## src/rtl/ookd_pkg.sv

```systemverilog
// Shared types, constants and helpers for the OOK remote code decoder.
package ookd_pkg;

    localparam int MAX_EDGES_DEF  = 4096;
    localparam int MIN_PULSES_DEF = 8;
    localparam int NPROT          = 7;
    localparam int NMACH          = 2 * NPROT;
    localparam int FIFO_DEPTH     = 4;

    localparam int KIND_HOLTEK40    = 0;
    localparam int KIND_HT12X       = 1;
    localparam int KIND_CAME        = 2;
    localparam int KIND_NICEFLO     = 3;
    localparam int KIND_CHAMBERLAIN = 4;
    localparam int KIND_ANSONIC     = 5;
    localparam int KIND_LINEAR      = 6;

    localparam logic [3:0] PROTO_HOLTEK40    = 4'd0;
    localparam logic [3:0] PROTO_HT12X       = 4'd1;
    localparam logic [3:0] PROTO_CAME        = 4'd2;
    localparam logic [3:0] PROTO_PRASTEL     = 4'd3;
    localparam logic [3:0] PROTO_AIRFORCE    = 4'd4;
    localparam logic [3:0] PROTO_NICEFLO     = 4'd5;
    localparam logic [3:0] PROTO_CHAMBERLAIN = 4'd6;
    localparam logic [3:0] PROTO_ANSONIC     = 4'd7;
    localparam logic [3:0] PROTO_LINEAR      = 4'd8;

    typedef enum logic [1:0] {
        ST_PREAMBLE = 2'd0,
        ST_START    = 2'd1,
        ST_LOW      = 2'd2,
        ST_PAIR     = 2'd3
    } t_step;

    typedef struct packed {
        logic [31:0] len;
        logic        par;
        logic        pulse;
        logic        fin;
        logic        enough;
    } t_entry;

    typedef struct packed {
        logic        hit;
        logic [3:0]  proto;
        logic [63:0] code;
        logic [7:0]  len;
    } t_hit;

    function automatic logic [31:0] adiff(input logic [31:0] a, input logic [31:0] b);
        return (a < b) ? (b - a) : (a - b);
    endfunction

endpackage

```

## src/rtl/ookd_fifo.sv

```systemverilog
// Pulse queue between front and back: two writes, one read per cycle.
module ookd_fifo (
    input  logic             i_clk,
    input  logic             i_rst_n,
    input  logic             i_wr_a,
    input  ookd_pkg::t_entry i_ent_a,
    input  logic             i_wr_b,
    input  ookd_pkg::t_entry i_ent_b,
    input  logic             i_rd,
    output ookd_pkg::t_entry o_ent,
    output logic             o_empty,
    output logic             o_full
);

    localparam int AW = $clog2(ookd_pkg::FIFO_DEPTH);

    ookd_pkg::t_entry r_mem [ookd_pkg::FIFO_DEPTH];
    logic [AW-1:0] r_wp, r_rp;
    logic [AW:0]   r_cnt;
    logic [AW-1:0] wb_addr;
    logic          rd;

    assign o_empty = (r_cnt == '0);
    assign o_full  = (r_cnt > (AW+1)'(ookd_pkg::FIFO_DEPTH - 2));
    assign o_ent   = r_mem[r_rp];
    assign rd      = i_rd && !o_empty;
    assign wb_addr = r_wp + AW'(i_wr_a);

    always_ff @(posedge i_clk) begin
        if (i_wr_a) begin
            r_mem[r_wp] <= i_ent_a;
        end
        if (i_wr_b) begin
            r_mem[wb_addr] <= i_ent_b;
        end
    end

    always_ff @(posedge i_clk) begin
        if (!i_rst_n) begin
            r_wp  <= '0;
            r_rp  <= '0;
            r_cnt <= '0;
        end else begin
            r_wp  <= r_wp + AW'(i_wr_a) + AW'(i_wr_b);
            r_rp  <= r_rp + AW'(rd);
            r_cnt <= r_cnt + (AW+1)'(i_wr_a) + (AW+1)'(i_wr_b) - (AW+1)'(rd);
        end
    end

endmodule

```

## config.mk

```make
export PLATFORM = sky130hd
export DESIGN_NAME = ookd_fifo
export DESIGN_NICKNAME = d
export VERILOG_FILES = /design/src/rtl/ookd_pkg.sv /design/src/rtl/ookd_fifo.sv
export SDC_FILE = /design/constraint.sdc
export NUM_CORES = 1
export LEC_CHECK = 0
export ABC_AREA = 1
export BUFFER_PORTS_ARGS = -buffer_cell sky130_fd_sc_hd__buf_2
export CORE_AREA = 2 2 122 124
export DETAILED_ROUTE_END_ITERATION = 16
export DIE_AREA = 0 0 124 126
export PLACE_DENSITY = 0.79
export SLEW_MARGIN = 20
export SYNTH_ARGS = -nofsm -noshare
export SYNTH_HDL_FRONTEND = slang
export SYNTH_SLANG_ARGS = --single-unit
```

## constraint.sdc

```tcl
create_clock -name i_clk -period 4.3 [get_ports i_clk]
set_clock_uncertainty 0.2 [all_clocks]
set_input_delay 0.645 -clock i_clk [delete_from_list [all_inputs] [get_ports i_clk]]
set_output_delay 0.645 -clock i_clk [all_outputs]
set_load 0.005 [all_outputs]
```

After elaboration in Yosys (flattened, before gate mapping)
Memories as Yosys holds them, arrays and structs flattened. A register that Yosys moved wholly into a read port is not among the register bits.
Cells that the tools add are included.
{"block": "totals", "inputBits": 77, "rom_bits": 0, "memories": 1, "latchBits": 0, "output_inout_bits": 38, "ff_bits": 7, "ram_bits": 144, "wordCells": 19}
{"block": "classes", "n_lt_le_gt_ge": 1, "n_mux": 5, "mul": 0, "div": 0, "reduce_logical": 3, "shifts": 0, "addsub": 6, "n_bitwise": 0, "n_eq_ne": 0}
{"memory": "r_mem", "words": 4, "width": 36, "rd": 1, "rd_ports_with_merged_regs": 1, "write_ports": 2, "line": "ookd_fifo.sv:17", "rtl": "ookd_pkg::t_entry r_mem [ookd_pkg::FIFO_DEPTH];"}
{"cell": "2-bit by 1-bit adder with 2-bit output", "count": 3}
{"cell": "3-bit by 1-bit adder with 3-bit output", "count": 2}
{"cell": "1-bit two-way mux", "count": 4}
{"cell": "3-bit by 2-bit > comparator with 1-bit output, second input constant", "count": 1}
{"cell": "3-bit zero test", "count": 1}
{"cell": "3-bit by 1-bit subtractor with 3-bit output", "count": 1}
{"cell": "2-bit two-way mux", "count": 1}
{"cell": "1-bit logical AND", "count": 1}
{"cell": "1-bit zero test", "count": 1}

Depth between registers and ports, before layout
{"block": "depth", "word_depth": 5, "ltp_mapped": 8, "ltp_nobuf": 8}

Worst setup path before layout
OpenSTA, ideal clock, no wires.
{"block": "synth_timing", "kind": "input to register", "startpoint": "input i_wr_a", "endpoint": "memory r_mem[1][0] (netlist bit), enable pin", "required_time_ns": 3.621, "n_path_buf": 0, "cell_stages": 2, "setup_slack_ns": 0.360, "arrival_ns": 3.261, "setup_ns": 0.479, "cell_sequence": "nand2_1 -> o21ai_0"}
{"item": "from (decl)", "line": "ookd_fifo.sv:5", "rtl": "input logic i_wr_a,"}
{"item": "to (decl)", "line": "ookd_fifo.sv:17"}

==> metrics.txt <==
number of cell rows=44; Antenna Nets Post-Route=0; data arrival time of the worst path=2.96 ns; overall die width=124 µm; unrepaired setup endpoints after global routing=no; CTS Buffer Depth=2; final hold violation count=0; worst-margin pin slew=1.022 ns; initial core utilization=0.5683; status=finished, final reports clean; CP max-delay cell=buf_4; Avg WL per Cell=15.82 µm; Initial DRC Count=635; CP startpoint kind=flip-flop; CP max stage delay=0.67 ns; syn_nets=1,045; Levels on crit path=6; reg2reg setup slack=1.23 ns; Worst R2R Path Depth=6; CP Class=flip-flop to flip-flop; CTS Sinks=151; Peak VDD IR=0.0003002 V; layout cells sized above 1=0.1502; Max-Cap Viols=0; Design Power=0.004768 W; RR Endpoint=r_mem[0][31]$_DFFE_PP_; CTS buffer count=17; clk slew on worst S/H paths=0.06 ns; Synth Instances=961; critical path's top delay family=buffers and inverters; detailed-route vias per instance=5.557; slew margin rel.=0.3166; Sum Neg Setup Slack=0 ns; Worst Path Buf+Inv=2; Non-Filler Instances=1,236; Residual DRC=0; nets=1,124; Die Ht=126 µm; hold_buf cts=0; Root Driver=clkbuf_16; FF+latch count, synth=151; crit-path most repeated cell=buf_4; post-route clock period utilization=0.7141; Critical Path Start=r_wp[0]$_SDFF_PN0_; post-layout min period=3.071 ns; largest net degree at the start of global routing=91; commonest cells after routing, fill and taps aside=nand2_1, nand3_1, edfxtp_1, buf_2, inv_1; Post-Syn Area=8134 µm²; gpl congestion=0.8353; clock latency on the worst-skew pair=0.43 ns; final setup fails=0; full die area=15,620 µm²; P&R area growth vs syn=13.29%; Synth warnings=0; IO buf count=114; H-tree Lvls=4; initial antenna violation count=0; final WL=19.55 mm; vias in the first global route=6,457; worst path required time=4.19 ns; DR vias=6,869; CTS tree=done; worst setup path endpoint=r_mem[0][31]$_DFFE_PP_; grt total ovfl=0; Max Clock Freq=325.7 MHz; sequential fraction of the synthesis area=0.5488; Crit Reg-Reg Startpoint=r_wp[0]$_SDFF_PN0_; Detailed Routing Iterations Pass 1=5; final core utilization=0.6438; placed insts=1,205; Global Route Usage Sum=0.2628; Worst setup EP type=flip-flop; core area=14,310 µm²; postcts setup bufs=0; Antenna Cells=0; worst-path fanout max=73; Power Density=517.5 nW/µm²; commonest non-fill, non-tap cell in the layout=nand2_1; dpl hpwl=11.42 mm; post-synthesis cell type count=21; post-synthesis average cell area=8.464 µm²; io pins=115; Resized cells post-CTS=0; Slew Limit Fails=0; Pleak=4.237 nW; first-pass GRT wire length=31.41 mm; Hold WC Path Type=primary input to flip-flop; crit path cell chain=ha_1 -> nor2_4 -> buf_4 -> nand3_2 -> o21ai_4 -> buf_4
[per-layer routing]
metal  GRT usage  routed length [µm]  share of wire  vias up
li1            -                   -              -     3356
met1      0.3292                7545           0.39     3091
met2      0.4302                9518           0.49      356
met3     0.04755                1696          0.087       66
met4      0.1428                 788          0.040        0
met5           0                   0              0        -
[flip-flops by register name, summed over array words and instances, names as in the netlist]
name and flops:
r_wp 2, r_rp 2, r_cnt 3, r_mem 144
[worst reg2reg max path: cells and delay by family (launching register included)]
| family | cells | cell delay (ns) |
|---|---|---|
| AOI/OAI and AO/OA | 1 | 0.28 |
| and+or+nand+nor | 2 | 0.38 |
| buffers and inverters | 2 | 1.13 |
| adders and majority gates | 1 | 0.32 |
| DFF | 1 | 0.42 |
[power breakdown]
group	switching, W	internal [W]	leakage [nW]
registers	0.000130	0.00191	1.41
clock network	0.000546	0.000718	0.228
logic	0.000964	0.000504	2.60
total	0.00164	0.00313	4.24
[through the flow]
step / hold WS [ns] / area (µm²) / worst slack, ns
after floorplan: 0.3303 / 8134 / 0.3599
after global placement: 0.4545 / 8733 / 0.8749
after detailed placement: 0.4603 / 8733 / 0.8288
after CTS: 0.2763 / 9215 / 1.234
after global routing: 0.3048 / 9215 / 1.087
final: 0.2878 / 9215 / 1.229
[final cells by class]
type                            count  area, µm²
Fill cell                        1204       5099
Sequential cell                   151       4469
Multi-Input combinational cell    656       3030
Timing Repair Buffer              126      673.1
Clock buffer                       23      447.9
Inverter                           88      330.3
Tap cell                          184      230.2
Clock inverter                      8      33.78
[worst min-delay path by stage]
stage,startpoint,slack [ns],cells after the start,end
after detailed placement,r_cnt[0]$_SDFF_PN0_,0.46,3,r_cnt[0]$_SDFF_PN0_
after global placement,r_cnt[2]$_SDFF_PN0_,0.45,4,r_cnt[2]$_SDFF_PN0_
after floorplan,r_rp[0]$_SDFF_PN0_,0.33,3,r_rp[0]$_SDFF_PN0_
after global routing,i_rst_n,0.30,3,r_rp[0]$_SDFF_PN0_
after CTS,i_rst_n,0.28,3,r_rp[0]$_SDFF_PN0_
final,i_rst_n,0.29,3,r_rp[0]$_SDFF_PN0_
[cell usage after synthesis]
cell | count | area share
nand2_1 | 376 | 0.17
buf_1 | 10 | 0.0046
buf_2 | 34 | 0.021
edfxtp_1 | 144 | 0.53
nand2_2 | 1 | 0.00077
buf_4 | 1 | 0.00092
inv_1 | 88 | 0.041
nor2_1 | 7 | 0.0032
ha_1 | 5 | 0.0077
clkbuf_1 | 14 | 0.0065
dfxtp_1 | 7 | 0.017
nand3_4 | 1 | 0.0022
a21o_1 | 1 | 0.00092
fa_1 | 2 | 0.0049
nand3_1 | 147 | 0.090
o21ai_0 | 39 | 0.024
buf_6 | 7 | 0.0097
o211ai_1 | 36 | 0.033
nor3_1 | 1 | 0.00061
a21oi_1 | 37 | 0.023
nand3_2 | 3 | 0.0037
[cell families after synthesis]
family | after synthesis | synth area share
AO/OA/AOI/OAI | 113 | 0.08091
AND/OR/NAND/NOR | 536 | 0.2744
flip-flops | 151 | 0.5488
adder cells (fa/ha/maj) | 7 | 0.01261
buffers and inverters | 154 | 0.08322
No activity file was read; power rests on OpenSTA's default activity.
