File: src/rtl/ookd_pkg.sv
// Shared types, constants and helpers for the OOK remote code decoder.
package ookd_pkg;

    localparam int MAX_EDGES_DEF  = 4096;
    localparam int MIN_PULSES_DEF = 8;
    localparam int NPROT          = 7;
    localparam int NMACH          = 2 * NPROT;
    localparam int FIFO_DEPTH     = 4;

    localparam int KIND_HOLTEK40    = 0;
    localparam int KIND_HT12X       = 1;
    localparam int KIND_CAME        = 2;
    localparam int KIND_NICEFLO     = 3;
    localparam int KIND_CHAMBERLAIN = 4;
    localparam int KIND_ANSONIC     = 5;
    localparam int KIND_LINEAR      = 6;

    localparam logic [3:0] PROTO_HOLTEK40    = 4'd0;
    localparam logic [3:0] PROTO_HT12X       = 4'd1;
    localparam logic [3:0] PROTO_CAME        = 4'd2;
    localparam logic [3:0] PROTO_PRASTEL     = 4'd3;
    localparam logic [3:0] PROTO_AIRFORCE    = 4'd4;
    localparam logic [3:0] PROTO_NICEFLO     = 4'd5;
    localparam logic [3:0] PROTO_CHAMBERLAIN = 4'd6;
    localparam logic [3:0] PROTO_ANSONIC     = 4'd7;
    localparam logic [3:0] PROTO_LINEAR      = 4'd8;

    typedef enum logic [1:0] {
        ST_PREAMBLE = 2'd0,
        ST_START    = 2'd1,
        ST_LOW      = 2'd2,
        ST_PAIR     = 2'd3
    } t_step;

    typedef struct packed {
        logic [31:0] len;
        logic        par;
        logic        pulse;
        logic        fin;
        logic        enough;
    } t_entry;

    typedef struct packed {
        logic        hit;
        logic [3:0]  proto;
        logic [63:0] code;
        logic [7:0]  len;
    } t_hit;

    function automatic logic [31:0] adiff(input logic [31:0] a, input logic [31:0] b);
        return (a < b) ? (b - a) : (a - b);
    endfunction

endpackage

File: src/rtl/ookd_front.sv
// Front end: merges edge gaps into pulses and counts them per capture.
module ookd_front #(
    parameter int MAX_EDGES  = ookd_pkg::MAX_EDGES_DEF,
    parameter int MIN_PULSES = ookd_pkg::MIN_PULSES_DEF
) (
    input  logic             i_clk,
    input  logic             i_rst_n,
    input  logic             i_accept,
    input  logic [31:0]      i_edge_time,
    input  logic             i_edge_level,
    input  logic             i_final_edge,
    output logic             o_wr_a,
    output ookd_pkg::t_entry o_ent_a,
    output logic             o_wr_b,
    output ookd_pkg::t_entry o_ent_b
);

    localparam int CW = $clog2(MAX_EDGES);
    localparam logic [CW-1:0] MAXM1 = CW'(MAX_EDGES - 1);

    logic [31:0]   r_prev_time, n_prev_time;
    logic          r_prev_level, n_prev_level;
    logic          r_started, n_started;
    logic [31:0]   r_pend_len, n_pend_len;
    logic          r_pend_lvl, n_pend_lvl;
    logic          r_pend_vld, n_pend_vld;
    logic [CW-1:0] r_cnt, n_cnt;

    logic [31:0]   gap;
    logic          e0, k0, k1;
    logic [31:0]   p_len;
    logic          p_lvl, p_vld;
    logic [CW-1:0] cnt1, cntf;

    always_comb begin
        gap   = i_edge_time - r_prev_time;
        e0    = r_started && r_pend_vld && (r_prev_level != r_pend_lvl);
        p_len = r_pend_len;
        p_lvl = r_pend_lvl;
        p_vld = r_pend_vld;
        if (r_started) begin
            if (!r_pend_vld) begin
                p_len = gap;
                p_lvl = r_prev_level;
                p_vld = 1'b1;
            end else if (r_prev_level == r_pend_lvl) begin
                p_len = r_pend_len + gap;
            end else begin
                p_len = gap;
                p_lvl = r_prev_level;
            end
        end
        k0   = e0 && (r_cnt < MAXM1);
        cnt1 = r_cnt + CW'(k0);
        k1   = i_final_edge && p_vld && (cnt1 < MAXM1);
        cntf = cnt1 + CW'(k1);

        o_ent_a.len    = r_pend_len;
        o_ent_a.par    = r_cnt[0];
        o_ent_a.pulse  = 1'b1;
        o_ent_a.fin    = 1'b0;
        o_ent_a.enough = 1'b0;
        o_ent_b.len    = p_len;
        o_ent_b.par    = cnt1[0];
        o_ent_b.pulse  = k1;
        o_ent_b.fin    = 1'b1;
        o_ent_b.enough = (32'(cntf) >= 32'(MIN_PULSES));
        o_wr_a = i_accept && k0;
        o_wr_b = i_accept && i_final_edge;

        n_prev_time  = r_prev_time;
        n_prev_level = r_prev_level;
        n_started    = r_started;
        n_pend_len   = r_pend_len;
        n_pend_lvl   = r_pend_lvl;
        n_pend_vld   = r_pend_vld;
        n_cnt        = r_cnt;
        if (i_accept) begin
            if (i_final_edge) begin
                n_prev_time  = '0;
                n_prev_level = 1'b0;
                n_started    = 1'b0;
                n_pend_len   = '0;
                n_pend_lvl   = 1'b0;
                n_pend_vld   = 1'b0;
                n_cnt        = '0;
            end else begin
                n_prev_time  = i_edge_time;
                n_prev_level = i_edge_level;
                n_started    = 1'b1;
                n_pend_len   = p_len;
                n_pend_lvl   = p_lvl;
                n_pend_vld   = p_vld;
                n_cnt        = cnt1;
            end
        end
    end

    always_ff @(posedge i_clk) begin
        if (!i_rst_n) begin
            r_prev_time  <= '0;
            r_prev_level <= 1'b0;
            r_started    <= 1'b0;
            r_pend_len   <= '0;
            r_pend_lvl   <= 1'b0;
            r_pend_vld   <= 1'b0;
            r_cnt        <= '0;
        end else begin
            r_prev_time  <= n_prev_time;
            r_prev_level <= n_prev_level;
            r_started    <= n_started;
            r_pend_len   <= n_pend_len;
            r_pend_lvl   <= n_pend_lvl;
            r_pend_vld   <= n_pend_vld;
            r_cnt        <= n_cnt;
        end
    end

endmodule

File: config.mk
export PLATFORM = sky130hd
export DESIGN_NAME = ookd_front
export DESIGN_NICKNAME = d
export VERILOG_FILES = /design/src/rtl/ookd_pkg.sv /design/src/rtl/ookd_front.sv
export SDC_FILE = /design/constraint.sdc
export NUM_CORES = 1
export LEC_CHECK = 0
export BUFFER_PORTS_ARGS = -buffer_cell sky130_fd_sc_hd__buf_4
export CORE_MARGIN = 5
export CORE_UTILIZATION = 35
export CTS_CLUSTER_SIZE = 40
export DETAILED_ROUTE_END_ITERATION = 10
export PLACE_DENSITY = 0.63
export SLEW_MARGIN = 0
export SYNTH_ARGS = -nofsm -noshare
export SYNTH_HDL_FRONTEND = slang
export SYNTH_SLANG_ARGS = --single-unit
File: constraint.sdc
create_clock -name i_clk -period 5.3 [get_ports i_clk]
set_clock_uncertainty 0.05 [all_clocks]
set_input_delay 0.795 -clock i_clk [delete_from_list [all_inputs] [get_ports i_clk]]
set_output_delay 0.795 -clock i_clk [all_outputs]
set_load 0.005 [all_outputs]
# [Word-level counts from Yosys, hierarchy flattened]
# Index checks and enable logic that the tools add are counted.
[classes] add_sub_neg=4 magnitude_cmp=3 n_eq_ne=3 mux=14 reduce_logical=9
[op_table] op="32-bit two-way mux" n=5
[op_table] op="32-bit adder" n=1
[op_table] op="32-bit subtractor" n=1
[op_table] op="12-bit by 1-bit adder with 12-bit output" n=2
[op_table] op="12-bit < comparator (second input constant)" n=2
[op_table] op="12-bit by 4-bit >= comparator with 1-bit output (second input constant)" n=1
[op_table] op="12-bit two-way mux" n=1
[op_table] op="1-bit two-way mux" n=8
[op_table] op="1-bit logical AND" n=7
[op_table] op="3-bit inequality test (second input constant)" n=1
[op_table] op="3-bit AND reduction" n=1
[op_table] op="2-bit nonzero test" n=1
[op_table] op="1-bit == test" n=1
[op_table] op="1-bit inequality test" n=1
[totals] regBits=80 input_bits=37 out_inout_bits=74 word_cells=40

# [Depth between registers and ports, before layout]
[depth] depth_word=8 depth_mapped=25 ltp_nobuf=24

# [Worst setup path before layout]
# OpenSTA, ideal clock, no wires.
[synth_path] kind="in2out" start="in i_edge_time[0]" end="out o_ent_b[33] (netlist bit)" t_arrival_ns=4.823 required_ns=4.455 path_slack_ns=-0.368 path_stages=25 path_buffers=1 cell_sequence="inv_1 ha_1 inv_1 fa_1 a21o_1 a21oi_1 o21ai_1 a21oi_1 nor2_1 a31oi_1 nand2b_1 mux2i_1 or2_2 ha_1 clkbuf_1 a21o_1 a21o_1 a21oi_1 o21ai_0 nor3_1 o21ai_0 a31oi_1 xnor2_1 mux2i_1 a21oi_1"
[synth_rtl] element="start: declaration" line="ookd_front.sv:9" text="input logic [31:0] i_edge_time,"
[synth_rtl] element="end: declaration" line="ookd_front.sv:15" text="output ookd_pkg::t_entry o_ent_b"

==> results list <==
- The first detailed-routing pass took 5 iterations.
- Setup violations remaining at the end of the flow were counted as 17.
- Final hold violations: 0
- Area enclosed by the die boundary: 25900 µm²
* Final Power: between 2 and 3 mW
- Total Negative Setup Slacks: -2960 ps
* Yosys warns: 0
- Synth Area in Compound Gates: 0.292
- # rows: 55
* DP Wirelength: 19400 µm
- Post-CTS Hold Buffers: 0
- Data on the critical path is required at its endpoint by 4450 ps.
- For the finished layout, the period the worst path requires is between 5000 and 6000 ps.
- Wire length of the first global-routing pass: 41700 µm
* Static leakage: around 5.0 nW
* CTS Root Cell: sky130_fd_sc_hd__clkbuf_16
* Num Clock Sinks: 80
- Flip-flop and latch count after synthesis: 80
- By startpoint and endpoint, the worst setup path is classified as in2out.
- Total I/O pin count: 111
* Basic-gate share of the synthesized area counting and, or, nand and nor cells: 0.238
- The die is 161 µm wide.
- The total area inside the core boundary comes to 22500 µm².
* Maximum count of clock buffers along a single path: 2
* Outcome: complete, but fails checks
- Power Density: between 200 and 250 nW/µm²
- STA puts the critical path data arrival time at 4790 ps.
- The die is 161 µm tall.
* Remaining antenna violation count: 0
* Violated checks: setup timing
* Fraction of the yosys area taken by sequential cells: 0.201
- Dominant combinational cell family by area after synthesis: compound AO/OA/AOI/OAI gates
- The biggest area contributor in the post-synthesis netlist is sky130_fd_sc_hd__dfxtp_1.
- Total wire length: about 27000 µm
- Fraction of registers with async set/reset: 0
- For the pin with the worst max-slew slack, the measured transition is between 800 and 900 ps.
* Setup repair after global routing missed its margin: yes
* # Max-Cap Violations: 0
- Final worst setup slack: -336 ps
- In the synthesized netlist the dominant register cell turns out to be sky130_fd_sc_hd__dfxtp_1.
- H-Tree Level Count: 3
- The via count of the first global-routing pass was 8293.
* TritonCTS clock tree: done
* Routability congestion estimate: 0.907
- The synthesized design contains 0 enable-type register cells.
- The total overflow left after global routing is 0.
* Remaining DRCs: 0
- Pin count of the biggest net entering global routing: 81
* FMAX: 177 MHz
* Iteration-0 DRC count of the detailed router: a little under 500
- The routed layout has approximately 8800 vias.
* Mean instance size in the synthesized netlist: ~7.3 µm²
- Post-synthesis share of cell area spent on full adders, half adders and majority gates: 0.114
* All-layer global routing usage: 0.195
* Kind of start point of the critical path: input port
- Summed instance area of the synthesized netlist: just under 8000 µm²
- Via density per instance: 5.34
- TritonCTS created 9 clock buffers.
* Mux cell area share after synthesis: 0.0182
- In the synthesized netlist, the number of instances is 1090.
* Buffers on Ports: 106
- Clk pin slew, worst setup/hold paths: 60 ps
* Area growth from synthesis to layout: 45.6%
* VDD IR-drop max: 0.135 mV
- Effective utilization at floorplan: 0.354
- Measured against its own limit, the worst slew margin works out to 0.439.
* Wirelength per Cell: 16.2 µm
* Synth Area in XOR/XNOR: 0.0673
- Critical Path End Type: output port
* Ant. Diodes: 0
- Cell types occupying the most area after synthesis: sky130_fd_sc_hd__dfxtp_1 20%, sky130_fd_sc_hd__ha_1 11%, sky130_fd_sc_hd__a21oi_1 5.6%
* Path category of the worst min-delay check: reg2reg
* Final-stage net count: 1471
* Initial antenna violation count: 0
- Insertion delay of the later-clocked pin in the worst-skew pair: 360 ps
* Share of post-route cells with drive strength above 1: 0.364
- Final worst path period share: 1.06
- Cell Count, Final, Fillers Out: 1653
- Once placement completed, the tool counted placed cells totaling about 1600.
- In this run the worst path has a maximum fanout of 4.
- Number of library cell types mapped by synthesis: 81
- The share of synthesized area in the top cell type comes to 0.201.
* Total count of max-transition violations in the final report: 0
## cell usage after synthesis, drive strengths merged (3+ instances only)
cell type    n
dfxtp       80
xor2        17
ha          69
nor2        91
nand3b       5
and3         6
a21boi       7
nand3       28
nand4       15
nor4         3
inv         56
nand2      102
o21a        14
a31oi       14
a21oi       92
nor3        29
clkbuf      47
buf         16
nand2b       8
mux2         4
o211ai      13
o21ai       84
a21o        44
o311ai       3
xnor2       42
o31ai       10
o22ai        9
a22oi       25
o31a         4
a211oi      13
and2        41
or3          6
nor2b       40
mux2i       10
or2          4
## cell families after synthesis
family / after synthesis
AO/OA/AOI/OAI: 357
XOR/XNOR: 59
adder cells (fa/ha/maj): 71
buffers and inverters: 120
flip-flops: 80
multiplexers: 14
other: 2
AND/OR/NAND/NOR: 387
## final cells by class
type,instances,area (µm²)
clock buffer,11,233
clock inverter,5,81.3
fill,2121,10900
inverter,57,216
multi-input combinational,892,6630
sequential,80,1610
tap,285,357
timing repair buffer,323,2460
## stage by stage
step	cell area [µm²]	hold WS, ps	setup WS, ps	utilization
2_1_floorplan	8050	434	-2.30	-
3_3_place_gp	10200	453	-577	0.453
4_1_cts	11000	461	-441	0.488
6_report	11600	470	-336	0.515
3_5_place_dp	10200	453	-597	0.453
5_1_grt	11600	504	-591	0.515
## timing repair
item	4_1_cts	5_1_grt
setup endpoints to repair	22	23
buffers inserted	17	25
gates resized for setup	85	91
pin swaps	61	70
## cells in the final DEF, fill, tap and decap left out, types with 6 or more instances in the layout
cell type / count
sky130_fd_sc_hd__nand2b_1: 7
sky130_fd_sc_hd__a21o_1: 43
sky130_fd_sc_hd__clkbuf_16: 9
sky130_fd_sc_hd__nand3_1: 24
sky130_fd_sc_hd__a31oi_1: 8
sky130_fd_sc_hd__o21a_1: 14
sky130_fd_sc_hd__a21oi_2: 22
sky130_fd_sc_hd__nand2_1: 99
sky130_fd_sc_hd__a21oi_1: 65
sky130_fd_sc_hd__nor3_2: 8
sky130_fd_sc_hd__a211oi_1: 7
sky130_fd_sc_hd__o21ai_0: 62
sky130_fd_sc_hd__nor2_1: 80
sky130_fd_sc_hd__xnor2_2: 8
sky130_fd_sc_hd__o22ai_1: 7
sky130_fd_sc_hd__a211oi_2: 6
sky130_fd_sc_hd__nor2_2: 6
sky130_fd_sc_hd__ha_1: 54
sky130_fd_sc_hd__ha_4: 10
sky130_fd_sc_hd__inv_1: 53
sky130_fd_sc_hd__buf_4: 313
sky130_fd_sc_hd__nor3_1: 18
sky130_fd_sc_hd__o21ai_2: 15
sky130_fd_sc_hd__xor2_1: 15
sky130_fd_sc_hd__xnor2_1: 32
sky130_fd_sc_hd__nor2b_1: 38
sky130_fd_sc_hd__a22oi_1: 24
sky130_fd_sc_hd__and2_1: 38
sky130_fd_sc_hd__dfxtp_1: 75
sky130_fd_sc_hd__buf_6: 10
sky130_fd_sc_hd__o21ai_1: 6
sky130_fd_sc_hd__o211ai_1: 13
sky130_fd_sc_hd__nand4_1: 15
sky130_fd_sc_hd__mux2i_1: 8
## critical path: stages
cell and delay, ps:
sky130_fd_sc_hd__buf_6 100, sky130_fd_sc_hd__inv_4 40, sky130_fd_sc_hd__ha_4 120, sky130_fd_sc_hd__inv_2 30, sky130_fd_sc_hd__fa_2 340, sky130_fd_sc_hd__a21o_1 190, sky130_fd_sc_hd__a21oi_4 180, sky130_fd_sc_hd__o21ai_4 90
sky130_fd_sc_hd__a21oi_4 210, sky130_fd_sc_hd__buf_6 130, sky130_fd_sc_hd__nor3_4 40, sky130_fd_sc_hd__o41a_1 380, sky130_fd_sc_hd__xnor2_2 190, sky130_fd_sc_hd__inv_2 70, sky130_fd_sc_hd__ha_4 230, sky130_fd_sc_hd__a21o_1 160
sky130_fd_sc_hd__a21o_1 180, sky130_fd_sc_hd__a21oi_2 130, sky130_fd_sc_hd__o211ai_1 130, sky130_fd_sc_hd__a21oi_1 140, sky130_fd_sc_hd__o31a_1 210, sky130_fd_sc_hd__nor2_1 50, sky130_fd_sc_hd__mux2i_1 140, sky130_fd_sc_hd__o22ai_1 110
sky130_fd_sc_hd__a22o_1 240, sky130_fd_sc_hd__buf_4 130
## power breakdown
part           switching [mW]  leakage (nW)  internal, mW
Clock                   0.281         0.150         0.414
Combinational           0.587          4.24         0.597
Sequential             0.0148         0.652         0.619
Total                   0.882          5.04          1.63
## sequential cells by signal (all words and copies together), names as in the netlist
signal	cells
r_prev_time	32
r_pend_vld	1
r_cnt	12
r_started	1
r_pend_len	32
r_pend_lvl	1
r_prev_level	1
## metal layers
metal	GRT usage	vias up	wire, µm
met4	0.0675	0	776
met5	0	-	0
li1	-	4412	-
met2	0.330	201	12800
met1	0.246	4169	11900
met3	0.0395	50	1330
## worst paths after layout
kind	start	end	slack, ps	depth (start not counted)
worst min register to register	r_pend_len[26]	r_pend_len[26]	470	2
worst max-delay path	i_edge_time[0]	o_ent_b[35]	-340	26
worst min-delay path	r_pend_len[26]	r_pend_len[26]	470	2
worst max register to register	r_prev_time[1]	r_pend_len[30]	750	20
Note: power is estimated with default switching activity, not from simulation.
